## src/rtl/cse_fifo.sv

```systemverilog
// ----------------------------------------------------------------------------
// cse_fifo
// Small register queue with push/full and pop/empty sides.
// ----------------------------------------------------------------------------
module cse_fifo #(
  parameter int WIDTH = 8,
  parameter int DEPTH = 2
) (
  input  logic             clk,
  input  logic             rst,
  input  logic             push,
  input  logic [WIDTH-1:0] wdata,
  output logic             full,
  input  logic             pop,
  output logic [WIDTH-1:0] rdata,
  output logic             empty
);

  localparam int PTR_W = $clog2(DEPTH);
  localparam int CNT_W = $clog2(DEPTH + 1);
  localparam logic [PTR_W-1:0] PTR_LAST = PTR_W'(DEPTH - 1);
  localparam logic [CNT_W-1:0] CNT_FULL = CNT_W'(DEPTH);

  logic [WIDTH-1:0] slots [DEPTH];
  logic [PTR_W-1:0] wr_ptr;
  logic [PTR_W-1:0] rd_ptr;
  logic [CNT_W-1:0] count;
  logic             do_push;
  logic             do_pop;

  // handshake qualification
  assign full    = (count == CNT_FULL);
  assign empty   = (count == '0);
  assign do_push = push && !full;
  assign do_pop  = pop && !empty;
  assign rdata   = slots[rd_ptr];

  // storage
  always_ff @(posedge clk) begin
    if (do_push) begin
      slots[wr_ptr] <= wdata;
    end
  end

  // pointers and fill level
  always_ff @(posedge clk) begin
    if (rst) begin
      wr_ptr <= '0;
      rd_ptr <= '0;
      count  <= '0;
    end else begin
      if (do_push) begin
        wr_ptr <= (wr_ptr == PTR_LAST) ? '0 : wr_ptr + 1'b1;
      end
      if (do_pop) begin
        rd_ptr <= (rd_ptr == PTR_LAST) ? '0 : rd_ptr + 1'b1;
      end
      if (do_push && !do_pop) begin
        count <= count + 1'b1;
      end else if (do_pop && !do_push) begin
        count <= count - 1'b1;
      end
    end
  end

endmodule

```

## config.mk

```make
export PLATFORM = sky130hd
export DESIGN_NAME = cse_fifo
export DESIGN_NICKNAME = d
export VERILOG_FILES = /design/src/rtl/cse_fifo.sv
export SDC_FILE = /design/constraint.sdc
export NUM_CORES = 1
export LEC_CHECK = 0
export BUFFER_PORTS_ARGS = -buffer_cell sky130_fd_sc_hd__buf_2
export CORE_AREA = 2 2 43 45
export CTS_CLUSTER_SIZE = 20
export DETAILED_ROUTE_END_ITERATION = 7
export DIE_AREA = 0 0 45 47
export GPL_TIMING_DRIVEN = 0
export HOLD_SLACK_MARGIN = 0.12
export PLACE_DENSITY = 0.75
export SYNTH_ARGS = -nofsm -noshare
export SYNTH_HDL_FRONTEND = slang
export SYNTH_SLANG_ARGS = --single-unit
```

## constraint.sdc

```tcl
create_clock -name clk -period 2.7 [get_ports clk]
set_input_delay 0.135 -clock clk [delete_from_list [all_inputs] [get_ports clk]]
set_output_delay 0.135 -clock clk [all_outputs]
set_load 0.02 [all_outputs]
```

==> impl_metrics.yaml <==
outcome:
  outcome: "complete, no violations"
setup_path:
  cpPeakStageDelay_ns: 0.38
  crit_required_ns: 2.92
  crit_buf_inv: 0
  cp-start-kind: "register"
  crit_arrival_ns: 1.82
  crit_chain: "o21ai_0 -> ha_1 -> or3_1 -> a21oi_1"
  cp_slowest_cell: "or3_1"
  critPathMaxFanout: 5
  end_kind: "register"
  r2r_cells: 4
  crit_type: "register to register"
  critical-path-top-delay-family: "compound AO/OA/AOI/OAI gates"
  crit_cells: 4
timing:
  hold_viol_final: 0
  period_share_pct: 59.2
  slew_headroom_pct: 75.4
  worstMarginPinSlew_ns: 0.368
  max_clock_freq_ghz: 0.626
  slew_viol_final: 0
  post-route-min-period_ns: 1.60
  fin_setup_tns_ns: 0
  setup_violations: 0
  rsz0062_at_grt: "false"
  whs_ns: 0.254
  fin_skew_ns: 0.000590
cells_and_area:
  multi_input_area_um2: 200
  nFillCells: 141
  syn_to_final_growth_pct: 30.6
  fin_area_um2: 1040
  layout.nets: 98
  seqCellArea_um2: 581
  drive_gt1_share_pct: 40.5
  antenna_cells: 0
grt:
  grt_pass1_wl_um: 1810
  grt_usage_pct: 12.7
  overflow: 0
  grt_max_degree: 12
  grt_pass1_vias: 455
  antenna_found_initial: 0
floorplanning:
  fp-row-count: 15
  fp.dieW_um: 45
  initial_core_util_pct: 48.0
  core_area_um2: 1650
  io_pins: 22
  die-area_um2: 2120
  die_h_um: 47
power_and_ir_drop:
  power.leakage_nw: 0.421
  ir_drop_v: 0.000475
  power_density_nw_per_um2: 870
  finalPower_mw: 0.901
clock_network:
  path_clk_slew_ns: 0.10
  clock_latency_ns: 0.29
  htreeDepth: 1
  postCtsSetupBuffers: 0
  cts_tree: "yes"
  numCtsBuffers: 3
  ctsRootBufferMaster: "clkbuf_4"
  clock-sinks: 21
  cts_buffer_depth: 2
route:
  vias: 486
  wire_per_inst_um: 11.8
  drt-pass1-iter-count: 3
  drc: 0
  ant_nets: 0
  drt_iter0_drc: 7
  routed_via_density: 4.81
  wirelength_um: 1190
synthesis:
  yosysMostFrequentCell: "edfxtp_1"
  synth_edf_count: 16
  synthTopCellsByCount: "edfxtp_1, mux2_2, dfxtp_1, nor2_1"
  syn_inst: 50
  synth_area_leaders: "edfxtp_1, dfxtp_1, mux2_2"
  yosysSeqAreaShare_pct: 73.2
  yosys.area.top_type: "edfxtp_1"
  synth-seq-cells: 21
  avgSynthCellArea_um2: 15.9
  ys.flop_type: "edfxtp_1"
  syn-num-nets: 63
  async_flop_share_pct: 0
  synth_cell_types: 13
  synth_warnings: 0
  synth_top_area_share_pct: 60.6
  syn_area_um2: 793
worst_hold_path:
  hold_path.class: "input pin to register"
  hold_depth: 4
placement:
  dp_hpwl_um: 808
  gp_congestion: 0.619
  placed_cell_area_um2: 920
  io_buffers: 21
job:
  drv_cap: 0
-- worst min-delay path, cell delays in order --
cell and delay [ns]:
buf_2 0.10, inv_1 0.07, or3_1 0.14, a21oi_1 0.07
-- metal layers --
metal  vias to the layer above  wire, um  global-route usage (%)
met2                        14       668                    24.6
met5                         -         0                       0
met1                       225       462                    11.7
li1                        247         -                       -
met4                         0         0                    7.06
met3                         0        61                    3.85
-- sequential cells by signal, summed over array words and instances, names as in the netlist, named ones only --
signal,flops
count,2
wr_ptr,1
rd_ptr,1
slots,16
-- layout make-up --
cell class,instances,share of cell area [%]
buffer,1,0.483
clock buffer,4,2.54
timing repair buffer,30,18.8
sequential,21,56.0
tap,17,2.05
multi-input combinational,26,19.3
inverter,2,0.725
-- report_power, final --
| part | leakage, nW | internal [mW] | total, mW | switching [mW] |
|---|---|---|---|---|
| clock | 0.0150 | 0.0574 | 0.139 | 0.0818 |
| combinational | 0.215 | 0.139 | 0.323 | 0.184 |
| sequential | 0.191 | 0.412 | 0.439 | 0.0268 |
| total | 0.421 | 0.609 | 0.901 | 0.292 |
-- timing repair --
action | in CTS | in global routing
gates resized for setup | 0 | 0
hold buffers | 9 | 0
endpoints found under the hold margin | 21 | 0
-- layout by cell type, fill, tap and decap left out, drive strengths merged --
cell          n
a21oi         2
dlygate4sd3   9
or3           2
o21ai         3
ha            1
inv           2
edfxtp       16
buf          22
nor2          5
dfxtp         5
xor2          3
clkbuf        4
mux2          8
nor2b         1
and2          1
-- final timing paths --
kind	to	startpoint	slack, ns
max	count[1]	count[0]	1.10
min	wr_ptr	push	0.25
max reg2reg	count[1]	count[0]	1.10
min reg2reg	wr_ptr	wr_ptr	0.51
-- cell families after synthesis --
group / Yosys count / synth area share (%)
flip-flops: 21 / 73.2
AND/OR/NAND/NOR: 9 / 5.84
multiplexers: 8 / 11.4
AO/OA/AOI/OAI: 5 / 3.15
XOR/XNOR: 3 / 3.31
buffers and inverters: 3 / 1.58
adder cells (fa/ha/maj): 1 / 1.58
-- through the flow --
step	cells	util, %	setup slack, ns
2_1_floorplan	50	-	1.11
3_3_place_gp	88	55.7	1.17
3_5_place_dp	88	55.7	1.10
4_1_cts	101	62.7	1.08
5_1_grt	101	62.7	1.02
6_report	101	62.7	1.10
No activity file was read; power rests on OpenSTA's default activity.
