--- src/rtl/cse_pkg.sv ---
// ----------------------------------------------------------------------------
// cse_pkg
// Shared types, codes and defaults of the counting sort engine.
// ----------------------------------------------------------------------------
package cse_pkg;

  // defaults for the top level parameters
  localparam int DEF_VALUE_BINS = 1024;
  localparam int DEF_COUNT_BITS = 16;

  // fixed field widths
  localparam int VALUE_W    = 10;
  localparam int CFG_DATA_W = 10;
  localparam int CFG_IDX_W  = 2;

  // register indexes
  localparam logic [CFG_IDX_W-1:0] CFG_MAX_VALUE  = 2'd0;
  localparam logic [CFG_IDX_W-1:0] CFG_DESCENDING = 2'd1;

  localparam logic [VALUE_W-1:0] MAX_VALUE_RESET = 10'd1023;

  // queue depths
  localparam int CMD_QUEUE_DEPTH = 2;
  localparam int RES_QUEUE_DEPTH = 2;

  typedef enum logic {
    OP_INSERT = 1'b0,
    OP_FETCH  = 1'b1
  } op_t;

  typedef enum logic [1:0] {
    STAT_OK        = 2'd0,
    STAT_ABOVE_MAX = 2'd1,
    STAT_SATURATED = 2'd2,
    STAT_EMPTY     = 2'd3
  } status_t;

  // command classes handed from the front to the back
  typedef enum logic [1:0] {
    CMD_REJECT = 2'd0,
    CMD_INSERT = 2'd1,
    CMD_FETCH  = 2'd2
  } cmd_kind_t;

  // back end sequencer
  typedef enum logic [2:0] {
    S_CLEAR,
    S_IDLE,
    S_INS,
    S_SCAN,
    S_LAST,
    S_RESULT
  } state_t;

  typedef struct packed {
    logic [VALUE_W-1:0] sorted_value;
    status_t            status;
    logic               last;
  } res_t;

endpackage

--- src/rtl/cse_fifo.sv ---
// ----------------------------------------------------------------------------
// cse_fifo
// Small register queue with push/full and pop/empty sides.
// ----------------------------------------------------------------------------
module cse_fifo #(
  parameter int WIDTH = 8,
  parameter int DEPTH = 2
) (
  input  logic             clk,
  input  logic             rst,
  input  logic             push,
  input  logic [WIDTH-1:0] wdata,
  output logic             full,
  input  logic             pop,
  output logic [WIDTH-1:0] rdata,
  output logic             empty
);

  localparam int PTR_W = $clog2(DEPTH);
  localparam int CNT_W = $clog2(DEPTH + 1);
  localparam logic [PTR_W-1:0] PTR_LAST = PTR_W'(DEPTH - 1);
  localparam logic [CNT_W-1:0] CNT_FULL = CNT_W'(DEPTH);

  logic [WIDTH-1:0] slots [DEPTH];
  logic [PTR_W-1:0] wr_ptr;
  logic [PTR_W-1:0] rd_ptr;
  logic [CNT_W-1:0] count;
  logic             do_push;
  logic             do_pop;

  // handshake qualification
  assign full    = (count == CNT_FULL);
  assign empty   = (count == '0);
  assign do_push = push && !full;
  assign do_pop  = pop && !empty;
  assign rdata   = slots[rd_ptr];

  // storage
  always_ff @(posedge clk) begin
    if (do_push) begin
      slots[wr_ptr] <= wdata;
    end
  end

  // pointers and fill level
  always_ff @(posedge clk) begin
    if (rst) begin
      wr_ptr <= '0;
      rd_ptr <= '0;
      count  <= '0;
    end else begin
      if (do_push) begin
        wr_ptr <= (wr_ptr == PTR_LAST) ? '0 : wr_ptr + 1'b1;
      end
      if (do_pop) begin
        rd_ptr <= (rd_ptr == PTR_LAST) ? '0 : rd_ptr + 1'b1;
      end
      if (do_push && !do_pop) begin
        count <= count + 1'b1;
      end else if (do_pop && !do_push) begin
        count <= count - 1'b1;
      end
    end
  end

endmodule

--- src/rtl/cse_front.sv ---
// ----------------------------------------------------------------------------
// cse_front
// Accepts items, classifies them against the top bin and queues commands.
// ----------------------------------------------------------------------------
module cse_front #(
  parameter int VALUE_BINS = cse_pkg::DEF_VALUE_BINS
) (
  input  logic                          clk,
  input  logic                          rst,
  // item side
  input  logic                          push,
  output logic                          full,
  input  logic                          opcode,
  input  logic [cse_pkg::VALUE_W-1:0]   value,
  // configuration and back end status
  input  logic [$clog2(VALUE_BINS)-1:0] top,
  input  logic                          clearing,
  // command side
  output logic                          cmd_valid,
  input  logic                          cmd_pop,
  output cse_pkg::cmd_kind_t            cmd_kind,
  output logic [$clog2(VALUE_BINS)-1:0] cmd_addr
);

  localparam int ADDR_W = $clog2(VALUE_BINS);
  localparam int CMD_W  = 2 + ADDR_W;

  cse_pkg::cmd_kind_t kind;
  logic [31:0]        value_wide;
  logic [ADDR_W-1:0]  addr;
  logic               q_full;
  logic               q_empty;
  logic [CMD_W-1:0]   q_rdata;

  // classify the incoming item
  always_comb begin
    value_wide = 32'(value);
    addr       = value_wide[ADDR_W-1:0];
    if (cse_pkg::op_t'(opcode) == cse_pkg::OP_FETCH) begin
      kind = cse_pkg::CMD_FETCH;
    end else if (value_wide > 32'(top)) begin
      kind = cse_pkg::CMD_REJECT;
    end else begin
      kind = cse_pkg::CMD_INSERT;
    end
  end

  // no items while the bin store is being cleared
  assign full = q_full || clearing;

  // command queue between front and back
  cse_fifo #(
    .WIDTH (CMD_W),
    .DEPTH (cse_pkg::CMD_QUEUE_DEPTH)
  ) u_cmd_queue (
    .clk   (clk),
    .rst   (rst),
    .push  (push && !full),
    .wdata ({kind, addr}),
    .full  (q_full),
    .pop   (cmd_pop),
    .rdata (q_rdata),
    .empty (q_empty)
  );

  assign cmd_valid = !q_empty;
  assign cmd_kind  = cse_pkg::cmd_kind_t'(q_rdata[CMD_W-1:ADDR_W]);
  assign cmd_addr  = q_rdata[ADDR_W-1:0];

endmodule

--- config.mk ---
export PLATFORM = sky130hd
export DESIGN_NAME = cse_front
export DESIGN_NICKNAME = d
export VERILOG_FILES = /design/src/rtl/cse_pkg.sv /design/src/rtl/cse_fifo.sv /design/src/rtl/cse_front.sv
export SDC_FILE = /design/constraint.sdc
export NUM_CORES = 1
export LEC_CHECK = 0
export BUFFER_PORTS_ARGS = -buffer_cell sky130_fd_sc_hd__buf_2
export CORE_MARGIN = 10
export CORE_UTILIZATION = 53
export CTS_BUF_LIST = sky130_fd_sc_hd__clkbuf_4 sky130_fd_sc_hd__clkbuf_8
export CTS_CLUSTER_SIZE = 20
export DETAILED_ROUTE_END_ITERATION = 8
export PLACE_DENSITY = 0.8
export SLEW_MARGIN = 10
export SYNTH_ARGS = -nofsm -noshare
export SYNTH_HDL_FRONTEND = slang
export SYNTH_SLANG_ARGS = --single-unit
--- constraint.sdc ---
create_clock -name clk -period 2.3 [get_ports clk]
set_input_delay 0.345 -clock clk [delete_from_list [all_inputs] [get_ports clk]]
set_output_delay 0.345 -clock clk [all_outputs]
set_load 0.02 [all_outputs]
==> results.ini <==
[outcome]
outcome = finished, final reports clean

[clock_tree]
cts_resized = 0
ctsRootBufferMaster = clkbuf_4
cts.path.max_buffers = 2
clk_pin_slew_ns = 0.09
cts_htree_levels = 2
numCtsBuffers = 5
clkSinkCount = 29
tritoncts = built
post_cts.repair.setup_buffers = 0
hold_buffers = 0
clock_latency_ns = 0.32

[routing]
finalWirelength_mm = 2.77
wl_met2_mm = 1.48
wl_met1_mm = 1.03
dr_wl_met3_um = 223
dr.first_iter.drc_count = 40
detail-route-antenna-nets = 0
dr.pass1.iters = 4
remaining_drc_errors = 0
via_count = 935
via_per_inst = 5.28
wl_per_cell_um = 15.6
highest_layer = met4

[placed_design]
dp_hpwl_mm = 2.19
io_buffer_count = 39
gp_congestion = 0.765
postPlaceCellArea_sq_um = 1600
dp.cells = 169
pre_cts_slack_ns = 0.615

[pwr]
vdd_drop_max_mv = 0.761
power_density_nw_per_um2 = 920
total_power_mw = 1.53
power_leakage_nw = 0.729

[global_routing]
grt_pass1_wl_mm = 4.64
antenna_found_initial = 0
grtUsageTotal_pct = 11.7
grt_pass1_vias = 1030
globalRoute.totalOverflow = 0
grt_max_degree = 13

[synth]
synth_common_cells = edfxtp_1 (24), inv_1 (13), mux2_2 (12)
synthTopCellsByArea = edfxtp_1 (53%), ha_1 (10%), mux2_2 (9.9%)
synth_top_flop_cell = edfxtp_1
ys_seq_area_share_pct = 60.4
syn_nets = 137
synth_seq_cells = 29
synth.most_common_cell = edfxtp_1
synth-warning-count = 0
async_reset_ff_share_pct = 0
syn_avg_cell_area_sq_um = 13.6
synthCells = 100
synth.top_cell.area_share_pct = 53.0
synth-edff-count = 24
synthesis.area_sq_um = 1360
ys_types = 25
yosysTopAreaCell = edfxtp_1

[timing]
layout_setup_ws_ns = 0.413
grt_setup_unrepaired = false
fin_crit_ns = 1.89
fmax_ghz = 0.530
worst_slew_pin_slew_ns = 0.548
slew_viol_final = 0
fin_skew_ns = 0.00767
timing_hold_violations_final = 0
setup_violations = 0
hold_ws_ns = 0.227
min_period_over_period_pct = 82.1
fin_setup_tns_ns = 0
slew_headroom_pct = 63.5

[worst_setup_path]
max_stage_delay_ns = 0.66
critPathMaxFanout = 12
reg2reg_from = u_cmd_queue.count[0]
cp_slowest_cell = dfxtp_1
worstPathCellList = mux2_2, buf_2
end_kind = output pin
arrival_ns = 1.54
worstPathRequired_ns = 1.96
crit_path_start_kind = flip-flop
path_class = reg -> out

[die]
ioPinCount = 40
rows = 18
dieArea_sq_um = 4990
die_w_um = 70.6
coreArea_sq_um = 2450
die_height_um = 70.6
start_util_pct = 55.4

[final_layout]
fin_cells = 177
nNetsFinal = 183
seq_area_sq_um = 821
diodes = 0
multi_input_area_sq_um = 485
area_growth_pct = 22.6
drive_gt1_share_pct = 42.9
fillers = 218
utilization_pct = 67.8
stdcell_area_sq_um = 1670

[min_path]
hp-start = value[7]
min_path_type = in -> reg

[flow_run]
cap_viol_max_count = 0

flip-flops by register name, summed over array words and instances, names as in the netlist, named ones only:
signal              flops
u_cmd_queue.count       2
u_cmd_queue.rd_ptr      1
u_cmd_queue.slots      24
u_cmd_queue.wr_ptr      1
cells in the final DEF, fill, tap and decap left out:
cell type | netlist | layout
buf_2 | 1 | 39
edfxtp_1 | 24 | 24
inv_1 | 13 | 13
mux2_2 | 12 | 12
ha_1 | 11 | 11
clkbuf_4 | 0 | 7
a21oi_1 | 6 | 6
nor2_1 | 6 | 6
dfxtp_1 | 5 | 5
xor2_1 | 3 | 3
nand2_1 | 2 | 2
nand4_1 | 2 | 2
inv_2 | 1 | 1
a211oi_4 | 1 | 1
or2_1 | 1 | 1
a21o_1 | 1 | 1
nor2b_1 | 1 | 1
o211ai_1 | 1 | 1
nor3_1 | 2 | 1
o21a_1 | 1 | 1
a32oi_1 | 1 | 1
o32ai_1 | 1 | 1
and2_1 | 1 | 1
nor3_2 | 0 | 1
o21ai_0 | 1 | 1
or3_1 | 1 | 1
xnor2_1 | 1 | 1
clkbuf_8 | 0 | 1
buf_4 | 0 | 1
power breakdown:
group	total [mW]	leakage, nW	internal, mW	switching, mW
logic	0.488	0.428	0.217	0.271
clock network	0.331	0.0394	0.174	0.157
registers	0.713	0.261	0.642	0.0711
layer usage:
metal  global-route usage, %  vias to the layer above
met3                    6.00                        5
met5                       0                        -
met4                    5.81                        0
met1                    11.0                      444
li1                        -                      451
met2                    20.7                       35
final timing paths:
kind / to / slack, ns / cells after the start
setup / recovery: cmd_kind[1] / 0.41 / 2
hold / removal: u_cmd_queue.slots[0][7] / 0.23 / 1
setup reg to reg: u_cmd_queue.count[1] / 0.64 / 5
hold reg to reg: flip-flop / 0.51 / 2
worst max-delay path: cells and delay by family (launching register included):
kind	cells	cell delay, ns
buffers and inverters	1	0.16
flip-flops	1	0.66
multiplexers	1	0.41
cell families (layout without fill, tap and decap cells):
logic type | after synthesis | in the layout | share of synthesized area (%)
AO/OA/AOI/OAI | 13 | 13 | 7.00
XOR/XNOR | 4 | 4 | 2.58
adder cells (fa/ha/maj) | 11 | 11 | 10.1
buffers and inverters | 15 | 62 | 4.24
flip-flops | 29 | 29 | 60.4
multiplexers | 12 | 12 | 9.94
AND/OR/NAND/NOR | 16 | 16 | 5.71
cell type report:
type | instances | share of cell area (%)
inverter | 14 | 3.16
tap | 30 | 2.25
sequential | 29 | 49.3
clock buffer | 8 | 3.98
multi-input combinational | 56 | 29.2
timing repair buffer | 40 | 12.2
No activity file was read; power rests on OpenSTA's default activity.
